`src/rtl/cprb_pkg.sv`:
```
// Shared types, constants and a saturation helper for the rotated-box
// closest-point core. No dependencies.
`default_nettype none
package cprb_pkg;

    typedef struct packed {
        logic signed [31:0] point_x;
        logic signed [31:0] point_y;
        logic signed [31:0] point_z;
        logic signed [31:0] box_center_x;
        logic signed [31:0] box_center_y;
        logic signed [31:0] box_center_z;
        logic [30:0]        half_extent_x;
        logic [30:0]        half_extent_y;
        logic [30:0]        half_extent_z;
        logic [63:0]        box_rotation;
    } t_in_word;

    typedef struct packed {
        logic signed [31:0] near_x;
        logic signed [31:0] near_y;
        logic signed [31:0] near_z;
    } t_out_word;

    typedef logic signed [31:0] t_coord;
    typedef logic signed [15:0] t_qpart;

    localparam int QDEPTH = 4;
    localparam int QAW = $clog2(QDEPTH);

    // saturate a 64-bit signed value to the coordinate range
    function automatic t_coord sat32(input logic signed [63:0] x);
        logic signed [63:0] mx;
        logic signed [63:0] mn;
        begin
            mx = 64'sh0000_0000_7FFF_FFFF;
            mn = -64'sh0000_0000_8000_0000;
            if (x > mx) sat32 = 32'sh7FFF_FFFF;
            else if (x < mn) sat32 = 32'sh8000_0000;
            else sat32 = x[31:0];
        end
    endfunction

endpackage
`default_nettype wire

```
`src/rtl/cprb_queue.sv`:
```
// Short FIFO between front and back end. Depends on cprb_pkg.
`default_nettype none
module cprb_queue import cprb_pkg::*; (
    input  wire logic     i_clk,
    input  wire logic     i_rst_n,
    input  wire logic     i_push,
    input  wire t_in_word i_word,
    input  wire logic     i_pop,
    output logic          o_full,
    output logic          o_empty,
    output t_in_word      o_word
);
    t_in_word r_mem [QDEPTH];
    logic [QAW:0] r_wp, r_rp;

    always_ff @(posedge i_clk) begin
        if (!i_rst_n) begin
            r_wp <= '0;
            r_rp <= '0;
        end else begin
            if (i_push) r_wp <= r_wp + 1'b1;
            if (i_pop)  r_rp <= r_rp + 1'b1;
        end
    end
    always_ff @(posedge i_clk) begin
        if (i_push) r_mem[r_wp[QAW-1:0]] <= i_word;
    end
    always_comb begin
        o_empty = (r_wp == r_rp);
        o_full  = (r_wp[QAW-1:0] == r_rp[QAW-1:0]) && (r_wp[QAW] != r_rp[QAW]);
        o_word  = r_mem[r_rp[QAW-1:0]];
    end
endmodule
`default_nettype wire

```
`config.mk`:
```
export PLATFORM = sky130hd
export DESIGN_NAME = cprb_queue
export DESIGN_NICKNAME = d
export VERILOG_FILES = /design/src/rtl/cprb_pkg.sv /design/src/rtl/cprb_queue.sv
export SDC_FILE = /design/constraint.sdc
export NUM_CORES = 1
export LEC_CHECK = 0
export ABC_CLOCK_PERIOD_IN_PS = 16500
export CORE_MARGIN = 2
export CORE_UTILIZATION = 62
export CTS_BUF_LIST = sky130_fd_sc_hd__clkbuf_4
export CTS_CLUSTER_SIZE = 28
export DETAILED_ROUTE_END_ITERATION = 10
export DONT_BUFFER_PORTS = 1
export PLACE_DENSITY_LB_ADDON = 0.08
export SLEW_MARGIN = 20
export SYNTH_ARGS = -nofsm -noshare
export SYNTH_HDL_FRONTEND = slang
export SYNTH_SLANG_ARGS = --single-unit
```
`constraint.sdc`:
```
create_clock -name i_clk -period 16.5 [get_ports i_clk]
set_clock_uncertainty 0.2 [all_clocks]
set_input_delay 4.95 -clock i_clk [delete_from_list [all_inputs] [get_ports i_clk]]
set_output_delay 4.95 -clock i_clk [all_outputs]
set_load 0.01 [all_outputs]
```
# Word level (Yosys, flattened, before mapping)
# Memory sizes are Yosys's and may differ from the RTL's. A register that Yosys moved wholly into a read port is not among the register bits.
# Index checks and enable logic that the tools add are counted.
# W data, S select, Z words.
# word_totals
reg_bits,6
mem_bits_rw,1396
out_inout_bits,351
elab_cells,13
mem_count,1
# memory_table
memory,words,word_bits,read_ports,rd_clocked_by_memory_dff,wr,line_no,rtl
r_mem,4,349,1,1,1,cprb_queue.sv:13,t_in_word r_mem [QDEPTH];
# classes
addsub,2
n_eq_ne,3
n_mux,4
reduce_logical,1
# ops
cell,count
$add A3 B1 Y3 const B,2
$mux W2,2
$eq A3 B3 Y1,1
$eq A2 B2 Y1,1
$mux W1,2
$logic_and A1 B1 Y1,1
$ne A1 B1 Y1,1

# Depth between registers and ports, before layout
# depth
depth_word,3
depth_mapped,4
depth_no_buf,4

# Least setup slack after synthesis
# No wires, ideal clock.
# synth_timing
path_type,input to register
start,input i_push
end,"memory r_mem[3][0] in the netlist's numbering, enable pin"
setup_time_ns,0.755
arrival_ns,13.087
t_required_ns,15.545
path_slack_ns,2.458
stages,2
path_buffers,1
path_cell_list,clkbuf_1 > and2_1
# synth_between
elab_chain_len,2
# synth_lines
item,line_no,rtl
start: declaration,cprb_queue.sv:6,"input wire logic i_push,"
$mux W1,cprb_queue.sv:26,if (i_push) r_mem[r_wp[QAW-1:0]] <= i_word;
$mux W1 (not written as such),cprb_queue.sv:26,
end: declaration,cprb_queue.sv:13,
# Every way passes these cells.

==> results.md <==
Final layout:
- The post-route netlist has 37.4% of its cells at a drive strength greater than 1.
- Relative to the synthesized area, the layout overhead comes to 10.3%.
- Summing all multi-input logic gate instances after layout gives just over 8000 µm².
- The fill cell total of the finished layout is 4858.
- The number of nets in the final layout is 2533.
- The sequential standard cell area is 42100 µm².

Clock tree:
- Clock-pin slew was measured on the worst setup and hold paths at about 60 ps.
- The number of instances resized during post-cts repair is 0.
- The tree is rooted in a sky130_fd_sc_hd__clkbuf_4.
- Counting every sink on the clock net gives 1404.
- The H-tree depth reported by CTS is 5.
- The clock tree from TritonCTS is built.
- The number of clock buffers added by TritonCTS is 356.
- For this design, the CTS-stage hold fixing added 0 buffers.
- The maximum root-to-sink buffer count is 4.
- The post-CTS setup buffer count is 0.
- At the later pin of the worst-skew pair, clock insertion delay measures 1040 ps.

Detailed routing:
- The detailed router finished its first iteration with about 1400 violations.
- The final layout contains routed wiring with a total length of 105000 µm.
- The number of vias in the routed layout is approximately 21000.
- The post-route antenna net violation count is 0.
- For this run, design rule violations remaining after detail routing come to 0.
- The average routed wire per standard cell is 30.2 µm.
- The via density per instance is 6.17.
- The first-pass detailed-route iteration total is 5.

Synth:
- The Yosys warning count is 0.
- The share of the Yosys chip area taken by registers is 82.8%.
- The area of the mapped netlist is 50800 µm².
- Each instance of the synthesized netlist takes up on average 27.2 µm².
- Synthesis inferred 1404 register bits.
- The post-synthesis net count is 2222.
- The count of cell types in the netlist is 18.
- The synthesized instance count is ~1900.

Pwr:
- The power dissipated by switching net loads is 1.65 mW.
- Of the total power, the share spent switching nets is 22.4%.
- The internal power of the cells totals 5.73 mW.
- The maximum vdd drop is 0.0000837 V.
- The portion of total power attributed to combinational logic is around 7.7%.
- The design draws 7.38 mW.
- Summed over all cells, the static leakage comes to 17.6 nW.
- The sequential cell fraction of total power is around 56%.
- Dividing total power by cell area gives a power density of between 100 and 150 nW/µm².
- The clock network fraction of total power is 36.1%.

Die:
- The floorplan has 104 rows.
- The die area is approximately 84000 µm².
- The core outline area is 80800 µm².
- The starting utilization of the core area is 62.9%.
- The number of I/O pins is just over 700.
- The floorplan step set the die width to 290 µm.
- From bottom edge to top edge, the die measures slightly below 300 µm.

Placed design:
- The global placer's final weighted congestion is 0.833.
- The HPWL after detailed placement is around 65000 µm.
- The count of buffers from port buffering is 0.
- The setup slack at placement is 7980 ps.

Worst setup path:
- STA classifies the critical path startpoint as a flop.
- The critical path is of the reg2out type.
- The category of the worst setup path capture point is a primary output.
- STA puts the critical path data arrival time at about 4300 ps.
- The worst-path maximum fanout is 43.
- At the worst endpoint, the required time is 11350 ps.
- For flop-to-flop paths, the worst setup slack is 12940 ps.

Status:
- The flow ran to the end, and the final reports show no timing, DRC or antenna violations.

Global routing:
- The number of global-route vias before repair came to ~23000.
- Entering global routing, the biggest net connects 153 pins.
- The residual overflow from global routing is 0.
- The first-pass GRT wire length is 152000 µm.
- In the global route stage, overall resource usage came out at roughly 25%.
- The initial antenna violation count is 4.

STA:
- At the pin with the least slew margin, the transition time is around 1100 ps.
- The final number of hold-violating endpoints was 0.
- Setup repair after global routing left no endpoint under its margin.
- Derived from the worst setup path, the maximum achievable clock frequency is ~110 MHz.
- The number of pins with negative max-slew slack in the final report was 0.
- Across all hold checks on the routed design, the worst slack comes to 359 ps.
- The final setup slack of the worst path is 7070 ps.
- The total setup violations reported at the end of the flow is 0.
- The shortest clock period the worst path allows after layout is about 9400 ps.
- The final total negative setup slack is 0 ps.
- Measured against its own limit, the worst slew margin works out to 25.8%.
- The final cycle utilization of the critical path is 57.1%.

Job:
- Max-cap violations in this run came to 0.

Hold path:
- The worst hold path belongs to the class reg2reg.
cell type report:
cell class,instances,area share [%]
Antenna cell,1,0.00447
Timing Repair Buffer,32,0.610
Clock buffer,492,6.60
Multi-Input combinational cell,378,14.5
Tap cell,1060,2.37
Sequential cell,1404,75.2
Clock inverter,91,0.791
Inverter,3,0.0201
routing by layer:
metal / global-route usage, % / wire, µm / up-vias
met1: 27.5 / 34400 / 11200
met4: 9.81 / 2810 / 4
met3: 14.6 / 13400 / 141
met5: 0 / 23 / -
met2: 40.8 / 53900 / 983
li1: - / - / 8977
cell usage in the layout (no fill, tap or decap), types with 3 or more instances in the layout:
cell	instances
sky130_fd_sc_hd__ha_1	5
sky130_fd_sc_hd__buf_16	3
sky130_fd_sc_hd__clkbuf_4	492
sky130_fd_sc_hd__bufinv_16	3
sky130_fd_sc_hd__nor2_1	5
sky130_fd_sc_hd__inv_2	6
sky130_fd_sc_hd__buf_12	3
sky130_fd_sc_hd__xnor2_1	3
sky130_fd_sc_hd__clkinv_1	75
sky130_fd_sc_hd__inv_1	3
sky130_fd_sc_hd__buf_4	25
sky130_fd_sc_hd__clkinvlp_4	4
sky130_fd_sc_hd__edfxtp_1	1396
sky130_fd_sc_hd__mux4_2	349
sky130_fd_sc_hd__and2_4	4
sky130_fd_sc_hd__dfxtp_1	6
state kept, by name, indices dropped and copies added, names as in the netlist, named ones only:
signal  count
r_mem    1396
r_rp        3
r_wp        3
synth_stat cells:
cell	instances	share of area, %
sky130_fd_sc_hd__edfxtp_1	1396	83
sky130_fd_sc_hd__mux4_2	349	15
sky130_fd_sc_hd__buf_2	36	0.35
sky130_fd_sc_hd__buf_6	36	0.80
sky130_fd_sc_hd__dfxtp_1	8	0.32
sky130_fd_sc_hd__clkbuf_1	7	0.052
sky130_fd_sc_hd__ha_1	5	0.12
sky130_fd_sc_hd__nor2_1	5	0.037
sky130_fd_sc_hd__and2_1	4	0.049
sky130_fd_sc_hd__inv_1	3	0.022
sky130_fd_sc_hd__xnor2_1	3	0.052
sky130_fd_sc_hd__a21bo_2	2	0.039
sky130_fd_sc_hd__a21oi_1	2	0.020
sky130_fd_sc_hd__mux2i_1	2	0.039
sky130_fd_sc_hd__nand3b_1	2	0.030
sky130_fd_sc_hd__xor2_1	2	0.034
sky130_fd_sc_hd__nor3_1	1	0.0098
sky130_fd_sc_hd__nor3b_1	1	0.015
stage by stage:
stage | util, % | cell area [µm²] | instances
after floorplan | - | 50800 | 1864
after global placement | 64.1 | 51800 | 2874
after detailed placement | 64.1 | 51800 | 2875
after CTS | 69.2 | 55900 | 3458
after global routing | 69.3 | 56000 | 3461
final | 69.3 | 56000 | 3461
logic make-up (layout without fill, tap and decap cells):
family                   after synthesis  count (layout)  share of synthesized area [%]
XOR/XNOR                               5               5                         0.0862
AND/OR/NAND/NOR                       13              13                          0.140
other                                  0               1                              0
buffers and inverters                 82             618                           1.23
AO/OA/AOI/OAI                          4               4                         0.0591
flip-flops                          1404            1404                           82.8
adder cells (fa/ha/maj)                5               5                          0.123
multiplexers                         351             351                           15.5
worst max-delay path: stages, from the launching register on:
cell	delay, ps
sky130_fd_sc_hd__dfxtp_4	880
sky130_fd_sc_hd__buf_4	790
sky130_fd_sc_hd__buf_4	780
sky130_fd_sc_hd__mux4_2	660
final timing paths:
path                                      startpoint                 endpoint  depth (start not counted)
worst max-delay path                            flop              o_word[130]                          3
worst min-delay path            r_rp[1]$_SDFFE_PN0P_                     flop                          2
worst max register to register  r_wp[0]$_SDFFE_PN0P_  r_mem[3][274]$_DFFE_PP_                          4
worst min register to register  r_rp[1]$_SDFFE_PN0P_                     flop                          2
power by group through the flow:
stage	registers [mW]	logic, mW	clock network (mW)
floorplan	4.26	0.443	0
global placement	4.22	0.580	0
detailed placement	4.23	0.579	0
CTS	4.15	0.581	2.75
global route	4.16	0.598	2.94
finish	4.15	0.570	2.66
No activity file was read; power rests on OpenSTA's default activity.
